==> src/rtl/nqpt_pkg.sv <==
// Package for the queue pair tracker: widths, status codes, item types.
// No dependencies.
`timescale 1ns / 1ps

package nqpt_pkg;

  localparam int SLOTS    = 64;
  localparam int SLOT_W   = $clog2(SLOTS);
  localparam int RING_W   = 12;
  localparam int LEN_W    = 13;
  localparam int MAX_RING = 4096;
  localparam int HANDLE_W = 16;
  localparam int CFG_W    = 13;
  localparam int CFG_IDX_W = 3;

  localparam logic [31:0] DOORBELL_BASE = 32'h0000_1000;

  typedef enum logic [2:0] {
    ST_SUBMITTED = 3'd0,
    ST_NO_SLOT   = 3'd1,
    ST_RING_FULL = 3'd2,
    ST_CONSUMED  = 3'd3,
    ST_NOT_READY = 3'd4,
    ST_UNKNOWN   = 3'd5
  } status_t;

  typedef enum logic [CFG_IDX_W-1:0] {
    REG_SQ_LENGTH    = 3'd0,
    REG_CQ_LENGTH    = 3'd1,
    REG_SLOT_COUNT   = 3'd2,
    REG_QUEUE_NUMBER = 3'd3,
    REG_STRIDE_CODE  = 3'd4
  } reg_idx_t;

  typedef struct packed {
    logic                mode;
    logic [HANDLE_W-1:0] cmd_handle;
    logic                cq_phase;
    logic [HANDLE_W-1:0] cq_cmd_id;
    logic [RING_W-1:0]   cq_sq_head;
  } in_item_t;

  typedef struct packed {
    logic [2:0]          status;
    logic [5:0]          cmd_id;
    logic [RING_W-1:0]   sq_write_index;
    logic [RING_W-1:0]   sq_new_tail;
    logic [31:0]         doorbell_address;
    logic [HANDLE_W-1:0] done_handle;
    logic [RING_W-1:0]   cq_head_now;
    logic                phase_now;
  } out_item_t;

  // Classified work handed from front to back.
  typedef struct packed {
    logic                mode;
    logic                found;
    logic [SLOT_W-1:0]   slot;
    logic                id_ok;
    logic                phase_ok;
    logic [HANDLE_W-1:0] handle;
    logic [RING_W-1:0]   sq_head_in;
  } work_t;

endpackage

==> src/rtl/nqpt_if.sv <==
// Valid/ready channel interface carrying one item type.
// Depends on nqpt_pkg.
`timescale 1ns / 1ps

interface nqpt_in_if;
  import nqpt_pkg::*;
  logic     valid;
  logic     ready;
  in_item_t data;
  modport source (output valid, output data, input ready);
  modport sink   (input valid, input data, output ready);
endinterface

interface nqpt_out_if;
  import nqpt_pkg::*;
  logic      valid;
  logic      ready;
  out_item_t data;
  modport source (output valid, output data, input ready);
  modport sink   (input valid, input data, output ready);
endinterface

==> src/rtl/nqpt_ram.sv <==
// Generic single-port-write, single-read RAM with registered read.
// No dependencies.
`timescale 1ns / 1ps

module nqpt_ram #(
  parameter int WIDTH = 16,
  parameter int DEPTH = 64
) (
  input  logic                     clk,
  input  logic                     we,
  input  logic [$clog2(DEPTH)-1:0] waddr,
  input  logic [WIDTH-1:0]         wdata,
  input  logic [$clog2(DEPTH)-1:0] raddr,
  output logic [WIDTH-1:0]         rdata
);
  logic [WIDTH-1:0] mem [DEPTH];

  always_ff @(posedge clk) begin
    if (we) mem[waddr] <= wdata;
    rdata <= mem[raddr];
  end
endmodule

==> src/rtl/nqpt_front.sv <==
// Front end: accepts items, searches free slots, checks ids and phase.
// Depends on nqpt_pkg. Busy bits live in the back end and are seen here.
`timescale 1ns / 1ps

module nqpt_front (
  input  logic                    clk,
  input  logic                    rst,
  input  logic                    in_valid,
  output logic                    in_ready,
  input  nqpt_pkg::in_item_t      in_data,
  input  logic [nqpt_pkg::SLOTS-1:0] busy,
  input  logic [nqpt_pkg::SLOT_W:0]  eff_n,
  input  logic [nqpt_pkg::SLOT_W-1:0] search_start,
  input  logic                    expected_phase,
  input  logic                    back_idle,
  output logic                    work_valid,
  output nqpt_pkg::work_t         work
);
  import nqpt_pkg::*;

  logic [SLOTS-1:0]  free_mask;
  logic [SLOT_W-1:0] start;
  logic              found_hi, found_lo;
  logic [SLOT_W-1:0] pos_hi, pos_lo;
  logic [HANDLE_W-1:0] cid;

  // One item in flight: accept only when front and back are both empty.
  assign in_ready = !work_valid && back_idle;

  assign start = ({1'b0, search_start} < eff_n) ? search_start : '0;

  // Rotating priority search: first free at or above start, else lowest free.
  always_comb begin
    found_hi = 1'b0;
    found_lo = 1'b0;
    pos_hi   = '0;
    pos_lo   = '0;
    for (int i = SLOTS - 1; i >= 0; i--) begin
      free_mask[i] = !busy[i] && (i < int'(eff_n));
      if (free_mask[i]) begin
        found_lo = 1'b1;
        pos_lo   = SLOT_W'(i);
        if (SLOT_W'(i) >= start) begin
          found_hi = 1'b1;
          pos_hi   = SLOT_W'(i);
        end
      end
    end
  end

  assign cid = in_data.cq_cmd_id;

  always_ff @(posedge clk) begin
    if (rst) begin
      work_valid <= 1'b0;
    end else if (in_valid && in_ready) begin
      work_valid <= 1'b1;
    end else begin
      work_valid <= 1'b0;
    end
    if (in_valid && in_ready) begin
      work.mode       <= in_data.mode;
      work.found      <= found_lo;
      work.slot       <= in_data.mode ? cid[SLOT_W-1:0] : (found_hi ? pos_hi : pos_lo);
      work.id_ok      <= (cid < HANDLE_W'(eff_n)) && busy[cid[SLOT_W-1:0]];
      work.phase_ok   <= in_data.cq_phase == expected_phase;
      work.handle     <= in_data.cmd_handle;
      work.sq_head_in <= in_data.cq_sq_head;
    end
  end
endmodule

==> src/rtl/nqpt_back.sv <==
// Back end: updates slot table and ring pointers, builds the result beat.
// Depends on nqpt_pkg and nqpt_ram.
`timescale 1ns / 1ps

module nqpt_back (
  input  logic                    clk,
  input  logic                    rst,
  input  logic                    work_valid,
  input  nqpt_pkg::work_t         work,
  input  logic [nqpt_pkg::LEN_W-1:0] sq_length,
  input  logic [nqpt_pkg::LEN_W-1:0] cq_length,
  input  logic [9:0]              queue_number,
  input  logic [3:0]              stride_code,
  output logic [nqpt_pkg::SLOTS-1:0] busy,
  output logic [nqpt_pkg::SLOT_W-1:0] search_start,
  output logic                    expected_phase,
  output logic                    back_idle,
  output logic                    out_valid,
  input  logic                    out_ready,
  output nqpt_pkg::out_item_t     out_data
);
  import nqpt_pkg::*;

  logic [RING_W-1:0] sq_head, sq_tail, cq_head;
  logic [LEN_W-1:0]  slen, clen;
  logic [LEN_W-1:0]  tail_inc, cq_inc;
  logic [RING_W-1:0] next_tail, cq_head_next;
  logic              wrap;
  logic [HANDLE_W-1:0] rd_handle;
  logic              pend;       // result waiting on the RAM read
  out_item_t         res, res_next, out_next;
  logic [31:0]       dbell;

  function automatic logic [LEN_W-1:0] clamp_len(input logic [LEN_W-1:0] v);
    if (v < LEN_W'(2))        return LEN_W'(2);
    if (v > LEN_W'(MAX_RING)) return LEN_W'(MAX_RING);
    return v;
  endfunction

  assign slen      = clamp_len(sq_length);
  assign clen      = clamp_len(cq_length);
  assign tail_inc  = {1'b0, sq_tail} + LEN_W'(1);
  assign next_tail = (tail_inc >= slen) ? '0 : tail_inc[RING_W-1:0];
  assign cq_inc    = {1'b0, cq_head} + LEN_W'(1);
  assign wrap      = cq_inc >= clen;
  assign cq_head_next = wrap ? '0 : cq_inc[RING_W-1:0];
  // 2*q*(1<<(code+2)) = q << (code+3)
  assign dbell = DOORBELL_BASE + (32'(queue_number) << (32'(stride_code) + 32'd3));

  logic do_sub, do_cpl;
  assign do_sub = work_valid && !work.mode && work.found && (sq_head != next_tail);
  assign do_cpl = work_valid && work.mode && work.phase_ok && work.id_ok;

  nqpt_ram #(.WIDTH(HANDLE_W), .DEPTH(SLOTS)) u_handles (
    .clk   (clk),
    .we    (do_sub),
    .waddr (work.slot),
    .wdata (work.handle),
    .raddr (work.slot),
    .rdata (rd_handle)
  );

  assign back_idle = !pend && !out_valid;

  always_ff @(posedge clk) begin
    if (rst) begin
      busy           <= '0;
      search_start   <= '0;
      sq_head        <= '0;
      sq_tail        <= '0;
      cq_head        <= '0;
      expected_phase <= 1'b1;
      pend           <= 1'b0;
      out_valid      <= 1'b0;
    end else begin
      if (out_valid && out_ready) out_valid <= 1'b0;
      if (pend) begin
        pend      <= 1'b0;
        out_valid <= 1'b1;
      end
      if (work_valid) begin
        pend <= 1'b1;
        if (!work.mode && work.found && !do_sub) search_start <= work.slot;
        if (do_sub) begin
          busy[work.slot] <= 1'b1;
          sq_tail         <= next_tail;
        end
        if (do_cpl) begin
          busy[work.slot] <= 1'b0;
          sq_head         <= work.sq_head_in;
          cq_head         <= cq_head_next;
          if (wrap) expected_phase <= !expected_phase;
        end
      end
    end
  end

  // Result fields: old state, plus the new tail, CQ head and phase
  always_comb begin
    res_next = '0;
    if (!work.mode) begin
      if (!work.found) begin
        res_next.status = ST_NO_SLOT;
      end else if (!do_sub) begin
        res_next.status = ST_RING_FULL;
        res_next.cmd_id = 6'(work.slot);
      end else begin
        res_next.status           = ST_SUBMITTED;
        res_next.cmd_id           = 6'(work.slot);
        res_next.sq_write_index   = sq_tail;
        res_next.sq_new_tail      = next_tail;
        res_next.doorbell_address = dbell;
      end
      res_next.cq_head_now = cq_head;
      res_next.phase_now   = expected_phase;
    end else if (!work.phase_ok) begin
      res_next.status      = ST_NOT_READY;
      res_next.cq_head_now = cq_head;
      res_next.phase_now   = expected_phase;
    end else if (!work.id_ok) begin
      res_next.status      = ST_UNKNOWN;
      res_next.cq_head_now = cq_head;
      res_next.phase_now   = expected_phase;
    end else begin
      res_next.status      = ST_CONSUMED;
      res_next.cmd_id      = 6'(work.slot);
      res_next.cq_head_now = cq_head_next;
      res_next.phase_now   = wrap ? !expected_phase : expected_phase;
    end
  end

  // Handle joins the result when RAM data lands
  always_comb begin
    out_next = res;
    if (res.status == ST_CONSUMED) out_next.done_handle = rd_handle;
  end

  // Build the result in res, then register it with the handle into out_data
  always_ff @(posedge clk) begin
    if (work_valid) res <= res_next;
    if (pend) out_data <= out_next;
  end
endmodule

==> src/rtl/nvme_queue_pair_tracker.sv <==
// Top level of the queue pair tracker: config registers, front and back.
// Depends on nqpt_pkg, nqpt_if, nqpt_front, nqpt_back.
`timescale 1ns / 1ps

// Tracks one submission/completion ring pair. Each input beat gives exactly
// one result beat. One item is in flight at a time: the front registers the
// slot search and checks, the back updates state and reads the handle RAM,
// and the result register then presents the beat. The next item is accepted
// only after the result has been taken, so a receiver that stalls holds off
// the next accept. Config registers must be written only while no item is in
// flight.

module nvme_queue_pair_tracker (
  input  logic                  clk,
  input  logic                  rst,
  nqpt_in_if.sink               in_ch,
  nqpt_out_if.source            out_ch,
  input  logic                  cfg_we,
  input  logic [nqpt_pkg::CFG_IDX_W-1:0] cfg_index,
  input  logic [nqpt_pkg::CFG_W-1:0]     cfg_data
);
  import nqpt_pkg::*;

  logic [LEN_W-1:0] sq_length, cq_length;
  logic [6:0]       slot_count;
  logic [9:0]       queue_number;
  logic [3:0]       stride_code;
  logic [SLOT_W:0]  eff_n;

  logic [SLOTS-1:0]  busy;
  logic [SLOT_W-1:0] search_start;
  logic              expected_phase, back_idle, work_valid;
  work_t             work;

  // Configuration registers
  always_ff @(posedge clk) begin
    if (rst) begin
      sq_length    <= LEN_W'(32);
      cq_length    <= LEN_W'(32);
      slot_count   <= 7'd32;
      queue_number <= '0;
      stride_code  <= '0;
    end else if (cfg_we) begin
      case (cfg_index)
        REG_SQ_LENGTH:    sq_length    <= cfg_data;
        REG_CQ_LENGTH:    cq_length    <= cfg_data;
        REG_SLOT_COUNT:   slot_count   <= cfg_data[6:0];
        REG_QUEUE_NUMBER: queue_number <= cfg_data[9:0];
        REG_STRIDE_CODE:  stride_code  <= cfg_data[3:0];
        default: ;
      endcase
    end
  end

  assign eff_n = (slot_count == 7'd0) ? (SLOT_W+1)'(1) :
                 (slot_count > 7'(SLOTS)) ? (SLOT_W+1)'(SLOTS) : slot_count[SLOT_W:0];

  nqpt_front u_front (
    .clk, .rst,
    .in_valid (in_ch.valid),
    .in_ready (in_ch.ready),
    .in_data  (in_ch.data),
    .busy, .eff_n, .search_start, .expected_phase, .back_idle,
    .work_valid, .work
  );

  nqpt_back u_back (
    .clk, .rst, .work_valid, .work,
    .sq_length, .cq_length, .queue_number, .stride_code,
    .busy, .search_start, .expected_phase, .back_idle,
    .out_valid (out_ch.valid),
    .out_ready (out_ch.ready),
    .out_data  (out_ch.data)
  );
endmodule

==> src/flat_wrapper.sv <==
// flat-port wrapper written by rule: the top's interface ports become plain ports
module nvme_queue_pair_tracker_flat import nqpt_pkg::*;
  (clk, rst, cfg_we, cfg_index, cfg_data, in_ch_valid, in_ch_data, in_ch_ready, out_ch_valid, out_ch_data, out_ch_ready);
  nqpt_in_if in_ch_i ();
  nqpt_out_if out_ch_i ();
  input  logic clk;
  input  logic rst;
  input  logic cfg_we;
  input  logic [nqpt_pkg::CFG_IDX_W-1:0] cfg_index;
  input  logic [nqpt_pkg::CFG_W-1:0] cfg_data;
  input wire logic [$bits(in_ch_i.valid)-1:0] in_ch_valid;
  input wire logic [$bits(in_ch_i.data)-1:0] in_ch_data;
  output wire logic [$bits(in_ch_i.ready)-1:0] in_ch_ready;
  output wire logic [$bits(out_ch_i.valid)-1:0] out_ch_valid;
  output wire logic [$bits(out_ch_i.data)-1:0] out_ch_data;
  input wire logic [$bits(out_ch_i.ready)-1:0] out_ch_ready;
  assign in_ch_i.valid = in_ch_valid;
  assign in_ch_i.data = in_ch_data;
  assign in_ch_ready = in_ch_i.ready;
  assign out_ch_valid = out_ch_i.valid;
  assign out_ch_data = out_ch_i.data;
  assign out_ch_i.ready = out_ch_ready;
  nvme_queue_pair_tracker u_core (.clk(clk), .rst(rst), .in_ch(in_ch_i), .out_ch(out_ch_i), .cfg_we(cfg_we), .cfg_index(cfg_index), .cfg_data(cfg_data));
endmodule
==> config.mk <==
export PLATFORM = sky130hd
export DESIGN_NAME = nvme_queue_pair_tracker_flat
export DESIGN_NICKNAME = d
export VERILOG_FILES = /design/src/rtl/nqpt_pkg.sv /design/src/rtl/nqpt_if.sv /design/src/rtl/nqpt_ram.sv /design/src/rtl/nqpt_front.sv /design/src/rtl/nqpt_back.sv /design/src/rtl/nvme_queue_pair_tracker.sv /design/src/flat_wrapper.sv
export SDC_FILE = /design/constraint.sdc
export NUM_CORES = 2
export LEC_CHECK = 0
export BUFFER_PORTS_ARGS = -buffer_cell sky130_fd_sc_hd__buf_2
export CAP_MARGIN = 20
export CORE_UTILIZATION = 56
export CTS_CLUSTER_DIAMETER = 150
export CTS_CLUSTER_SIZE = 12
export DETAILED_ROUTE_END_ITERATION = 10
export PLACE_DENSITY_LB_ADDON = 0.1
export SYNTH_ARGS = -nofsm -noshare
export SYNTH_HDL_FRONTEND = slang
export SYNTH_SLANG_ARGS = --single-unit
==> constraint.sdc <==
create_clock -name clk -period 4.6 [get_ports clk]
set_input_delay 1.15 -clock clk [delete_from_list [all_inputs] [get_ports clk]]
set_output_delay 1.15 -clock clk [all_outputs]
set_load 0.01 [all_outputs]
# After elaboration in Yosys (flattened, before gate mapping)
# Memory sizes are Yosys's and may differ from the RTL's. A register that Yosys moved wholly into a read port is not among the register bits.
# Index checks and enable logic that the tools add are counted.
# Widths: inputs -> output; s select.
dict set report totals {
  output_inout_bits 96
  mem_count 1
  ff_bits 367
  romBits 0
  ram_bits 1024
  elab_cells 724
  latch_bits 0
  in_bits 67
}
dict set report classes {
  div 0
  shifts 1
  n_reduce_logical 161
  n_mul 0
  order_cmp 140
  eq_ne 7
  bitwise_logic 5
  n_mux 369
  addsub 4
}
# memory depth width rd rd_clocked_by_memory_dff wr line_no
set mem_list {}
lappend mem_list {u_core.u_back.u_handles.mem 64 16 1 1 1 nqpt_ram.sv:16} ;# logic [WIDTH-1:0] mem [DEPTH];
# cell n
set op_table {}
lappend op_table {{$mux 6} 197}
lappend op_table {{$mux 64} 4}
lappend op_table {{$lt 6x7->1 const A} 32}
lappend op_table {{$ge 6x6->1 const A} 32}
lappend op_table {{$mux 1} 144}
lappend op_table {{$mux 13} 11}
lappend op_table {{$lt 5x7->1 const A} 16}
lappend op_table {{$ge 5x6->1 const A} 16}
lappend op_table {{$logic_and 1x1->1} 78}
lappend op_table {{$logic_not 1->1} 70}
lappend op_table {{$and 64x64->64} 1}
lappend op_table {{$not 64->64} 1}
lappend op_table {{$or 64x64->64} 1}
lappend op_table {{$reduce_or 63->1} 1}
lappend op_table {{$mux 62} 1}
lappend op_table {{$lt 4x7->1 const A} 8}
lappend op_table {{$mux 56} 1}
lappend op_table {{$ge 4x6->1 const A} 8}
lappend op_table {{$add 13x32->32 const A} 1}
lappend op_table {{$shl 10x5->32} 1}
lappend op_table {{$lt 3x7->1 const A} 4}
lappend op_table {{$add 12x1->13 const B} 2}
lappend op_table {{$ge 13x13->1} 2}
lappend op_table {{$gt 13x13->1 const B} 2}
lappend op_table {{other kinds (30)} 53}

# Logic depth before layout (Yosys ltp)
dict set report depth {
  word_depth 136
  mapped_depth 19
  ltp_nobuf 16
}

# By module
# From an unflattened synthesis, not the netlist that was laid out.
dict set report hier_totals {
  hier_cells 3890
  area_unflattened_um2 60435.5
}
# mod area_each_um2 seq_area_each_um2 cells_per_inst instances
set modules_own_cells {}
lappend modules_own_cells {nqpt_ram 40092.2 31069.8 1830 1}
lappend modules_own_cells {nqpt_back 12443.2 7347.0 1098 1}
lappend modules_own_cells {nqpt_front 5933.2 1161.1 778 1}
lappend modules_own_cells {nvme_queue_pair_tracker 1966.9 940.9 184 1}

# Worst setup path before layout
# No wires, ideal clock.
dict set report synth_path {
  kind {reg-to-reg}
  startpoint {register u_core.sq_length[6]}
  endpoint {memory u_core.u_back.u_handles.mem[32][0], enable pin}
  setup_ns 0.388
  arrival_time_ns 4.560
  slack_ns -0.348
  synth_period_minus_slack_ns 4.948
  stages_incl_launch_ff 17
  required_ns 4.212
  path_cell_list {dfxtp_1 -> nor4_1 -> nand3_1 -> o31ai_1 -> nand2_1 -> ha_1 -> and3_1 -> a31o_2 -> a21oi_1 -> clkbuf_1 -> a311o_1 -> o21ai_0 -> o2111a_1 -> nor2_1 -> clkbuf_1 -> nand2_1 -> nor2_1}
}
dict set report synth_via {
  elab_chain_len 11
}
# item line_no
set synth_rtl {}
lappend synth_rtl {{start: declaration} nvme_queue_pair_tracker.sv:24} ;# logic [LEN_W-1:0] sq_length, cq_length;
lappend synth_rtl {{start signal: assignment} nvme_queue_pair_tracker.sv:45} ;# REG_SQ_LENGTH: sq_length <= cfg_data;
lappend synth_rtl {{$gt 13x13->1} nqpt_back.sv:36} ;# if (v > LEN_W'(MAX_RING)) return LEN_W'(MAX_RING);
lappend synth_rtl {{$mux 1 (2 in a row)} nqpt_back.sv:36}
lappend synth_rtl {{$mux 13} nqpt_back.sv:37} ;# return v;
lappend synth_rtl {{$mux 13 *} nqpt_back.sv:36}
lappend synth_rtl {{$ge 13x13->1 *} nqpt_back.sv:43} ;# assign next_tail = (tail_inc >= slen) ? '0 : tail_inc[RING_W-1:0];
lappend synth_rtl {{$mux 12 *} nqpt_back.sv:43}
lappend synth_rtl {{$ne 12x12->1 *} nqpt_back.sv:51} ;# assign do_sub = work_valid && !work.mode && work.found && (sq_head != next_tail);
lappend synth_rtl {{$logic_and 1x1->1 *} nqpt_back.sv:51}
lappend synth_rtl {{$mux 1 *} nqpt_ram.sv:19} ;# if (we) mem[waddr] <= wdata;
lappend synth_rtl {{$mux 1 (not written as such) *} nqpt_ram.sv:19}
lappend synth_rtl {{end: declaration} nqpt_ram.sv:16}
# Every way passes the cells marked *; elsewhere a longest branch is shown, timed or not. The select of a mux whose other input is x is not followed.

# Worst setup path after layout
dict set report layout_path {
  startpoint {register u_core.sq_length[2]}
  endpoint {memory u_core.u_back.u_handles.mem[47][10], enable pin}
}
# Same word-level chain as after synthesis.

==> run_results.csv <==
group,metric,value,unit
final_layout,fin_nets,4591,
grt,grt_max_degree,94,
place,place_area,61300,µm²
detailed_routing,drc,0,
clock_network,root_buffer,"clkbuf_16",
floorplan,coreArea,102000,µm²
synth,syn_nets,4270,
clock_network,clk_pin_slew,0.07,ns
detailed_routing,drtIter0Drc,5278,
floorplan,die-area,104000,µm²
timing,rsz0062_at_grt,"true",
synth,ys.flop_type,"edfxtp_1",
detailed_routing,viasPerCell,6.74,
place,hpwl,113000,µm
worst_setup_path,cp.required,5.05,ns
timing,slew_headroom,12.9,%
clock_network,clock_sinks,1407,
synth,synth_cell_types,93,
floorplan,rows,117,
synth,syn_inst,4162,
clock_network,clkLatencyLatePin,0.76,ns
place,io_buffer_count,162,
synth,synth_top_family_by_area,"compound AO/OA/AOI/OAI gates",
grt,grt_pass1_vias,37347,
timing,tightest_slew,1.30,ns
power,cellLeakagePower,0.0218,µW
synth,async_flop_share,0,%
synth,yosysSeqAreaShare,70.3,%
synth,synth_compound_area_share,16.0,%
grt,grt_pass1_wl,255000,µm
run,maxCapViolations,0,
timing,fin_crit,4.50,ns
place,gp_congestion,0.971,
worst_setup_path,cp.arrival,4.95,ns
clock_network,ctsHoldBuffers,0,
floorplan,dieHeight,323,µm
final_layout,seqCellArea,40500,µm²
synth,syn_area,57700,µm²
worst_setup_path,crit_path_end_kind,"flop",
clock_network,htreeDepth,4,
detailed_routing,ant_nets,0,
floorplan,start_util,56.6,%
floorplan,die_x,323,µm
final_layout,finalInstanceArea,66800,µm²
clock_network,tritoncts,"yes",
worst_hold_path,hold_class,"flop to flop",
final_layout,fillers,7378,
timing,skew,0.0416,ns
detailed_routing,firstDrtPassIters,6,
final_layout,syn2layout_area_growth,15.8,%
synth,postSynthAreaPerCell,13.9,µm²
worst_setup_path,crit_type,"flop to flop",
timing,setup_viol,0,
timing,max_freq,222,MHz
detailed_routing,vias,39985,
timing,period_share,97.9,%
floorplan,ios,163,
power,ir_drop,356,µV
final_layout,final_core_util,65.5,%
clock_network,clock_path_buffers,3,
grt,antenna_found_initial,7,
power,power_density,393,nW/µm²
final_layout,multi_input_area,16400,µm²
synth,synth_edf_count,1234,
detailed_routing,wire_per_inst,30.1,µm
worst_setup_path,critPathMaxFanout,14,
grt,track_usage,33.7,%
timing,slew_violations,0,
final_layout,drive_gt1_share,17.3,%
synth,yosysWarnings,0,
detailed_routing,wl,178000,µm
outcome,outcome,"completed",
grt,grt.overflow.total,0,
synth,synthMuxAreaShare,1.57,%
synth,synthAdderAreaFrac,0.889,%
clock_network,numCtsBuffers,135,
synth,synthSimpleGateAreaFrac,8.39,%
synth,synth_xor_xnor_area_share,0.660,%
worst_setup_path,cp-start-kind,"flop",
synth,ys_seq_elements,1407,
timing,finalHoldViolCount,0,
-- state kept, by name (all words and copies together), names as in the netlist, 6 cells and up --
name and cells:
u_core.cq_length 13, u_core.queue_number 10, u_core.slot_count 7, u_core.sq_length 13, u_core.u_back.busy 64, u_core.u_back.cq_head 12, u_core.u_back.out_data 94, u_core.u_back.out_next 78
u_core.u_back.search_start 6, u_core.u_back.sq_head 12, u_core.u_back.sq_tail 12, u_core.u_back.u_handles.mem 1024, u_core.u_back.u_handles.rdata 16, u_core.u_front.work 38
-- layout by cell type, fill, tap and decap left out, types with 25 or more instances in the layout --
master     synthesis  final
buf_4              4    235
nor3_1            41     38
dfxtp_1          173    170
clkbuf_1         222     64
a21o_1            31     31
buf_12             0     69
nor2_1           235    172
ha_1              41     41
buf_2             21    161
nand3_1           93     93
and2_1            55     52
mux4_2            28     28
o21ai_0          118    117
a22o_1            90     90
nand4_1           88     88
a211oi_1          79     78
a221oi_1          89     89
nand2_1          288    287
a22oi_1          375    375
and3_1            27     25
edfxtp_1        1234   1234
clkbuf_16          0    138
inv_1             42     42
nor2_4             0     58
a31oi_1          130    130
a21oi_1          220    219
-- where the power goes --
| group | total, µW | internal (µW) | leakage (µW) | switching, µW |
|---|---|---|---|---|
| combinational | 1880 | 526 | 0.00739 | 1350 |
| clock | 10200 | 5570 | 0.00187 | 4630 |
| sequential | 14100 | 14100 | 0.0126 | 94.8 |
| total | 26200 | 20100 | 0.0218 | 6080 |
-- synth_stat cells (24+ instances only) --
cell type,instances,area (µm²)
a31oi_1,130,813
a22o_1,90,788
and2_1,55,344
mux2i_1,24,240
clkbuf_1,222,833
nand3_1,93,465
nand2_1,288,1080
ha_1,41,513
a221oi_1,89,780
and3_1,27,169
nor2_1,235,882
o21ai_0,118,591
dfxtp_1,173,3460
edfxtp_1,1234,37100
nand4_1,88,551
a211oi_1,79,593
a21o_1,31,233
mux4_2,28,631
buf_1,39,146
a21oi_1,220,1100
a22oi_1,375,2820
inv_1,42,158
nor3_1,41,205
-- worst paths after layout --
path,start,endpoint,slack (ns),depth (start not counted)
setup / recovery,u_core.sq_length[2],u_core.u_back.u_handles.mem[47][10],0.1,19
hold / removal,u_core.u_back.out_next[57],u_core.u_back.out_data[57],0.41,0
setup reg to reg,u_core.sq_length[2],u_core.u_back.u_handles.mem[47][10],0.1,19
hold reg to reg,u_core.u_back.out_next[57],u_core.u_back.out_data[57],0.41,0
-- worst max-delay path, cell delays in order (launching register included) --
cell	delay, ns
dfxtp_1	0.34
nor4_2	0.32
nand3_1	0.16
o31ai_2	0.19
buf_4	0.18
nand2_1	0.06
ha_1	0.29
and3_1	0.20
buf_4	0.13
o311ai_2	0.12
a31o_2	0.34
buf_4	0.16
nand2_1	0.07
o21ai_0	0.10
o2111a_1	0.20
nor2_4	0.24
buf_4	0.21
nand2_1	0.38
nor2_4	0.30
buf_12	0.19
-- cells by family after synthesis --
group           Yosys count
flops                  1407
fa+ha+maj                41
buf+inv                 330
compound gates         1307
mux                      55
simple gates            985
xor+xnor                 37
-- area by class of cell --
type / instances / share of cell area (%)
Tap cell: 1368 / 2.56
Inverter: 42 / 0.236
Antenna cell: 2 / 0.00750
Clock buffer: 202 / 5.53
Timing Repair Buffer: 471 / 6.03
Clock inverter: 11 / 0.334
Sequential cell: 1407 / 60.7
Multi-Input combinational cell: 2426 / 24.6
-- metal layers --
layer | GRT usage [%] | routed length, µm | part of all wire [%] | vias up
met4 | 14.6 | 7660 | 4.3 | 2
met1 | 48.2 | 72900 | 41 | 20011
li1 | - | - | - | 17286
met3 | 5.89 | 16700 | 9.3 | 351
met2 | 51.2 | 81100 | 45 | 2335
met5 | 0 | 13 | 0.0073 | -
-- per-stage QoR --
stage / power [µW] / hold WS, ns / setup TNS, ns / setup WS, ns / instances
after floorplan: 15400 / 0.400 / -120.08 / -0.173 / 4162
after global placement: 16200 / 0.400 / -87.09 / -0.219 / 5647
after CTS: 26300 / 0.409 / -55.16 / -0.237 / 5866
final: 26200 / 0.409 / 0 / 0.0987 / 5929
after global routing: 26900 / 0.418 / -25.62 / -0.146 / 5928
after detailed placement: 16200 / 0.405 / -140.24 / -0.267 / 5647
-- what timing repair did --
action,in CTS,in global routing
resized for setup,31,46
endpoints found under the setup margin,880,1074
pin swaps,3,50
setup buffers,6,59
gates cloned,0,1
Power figures use the tool's default switching activity.
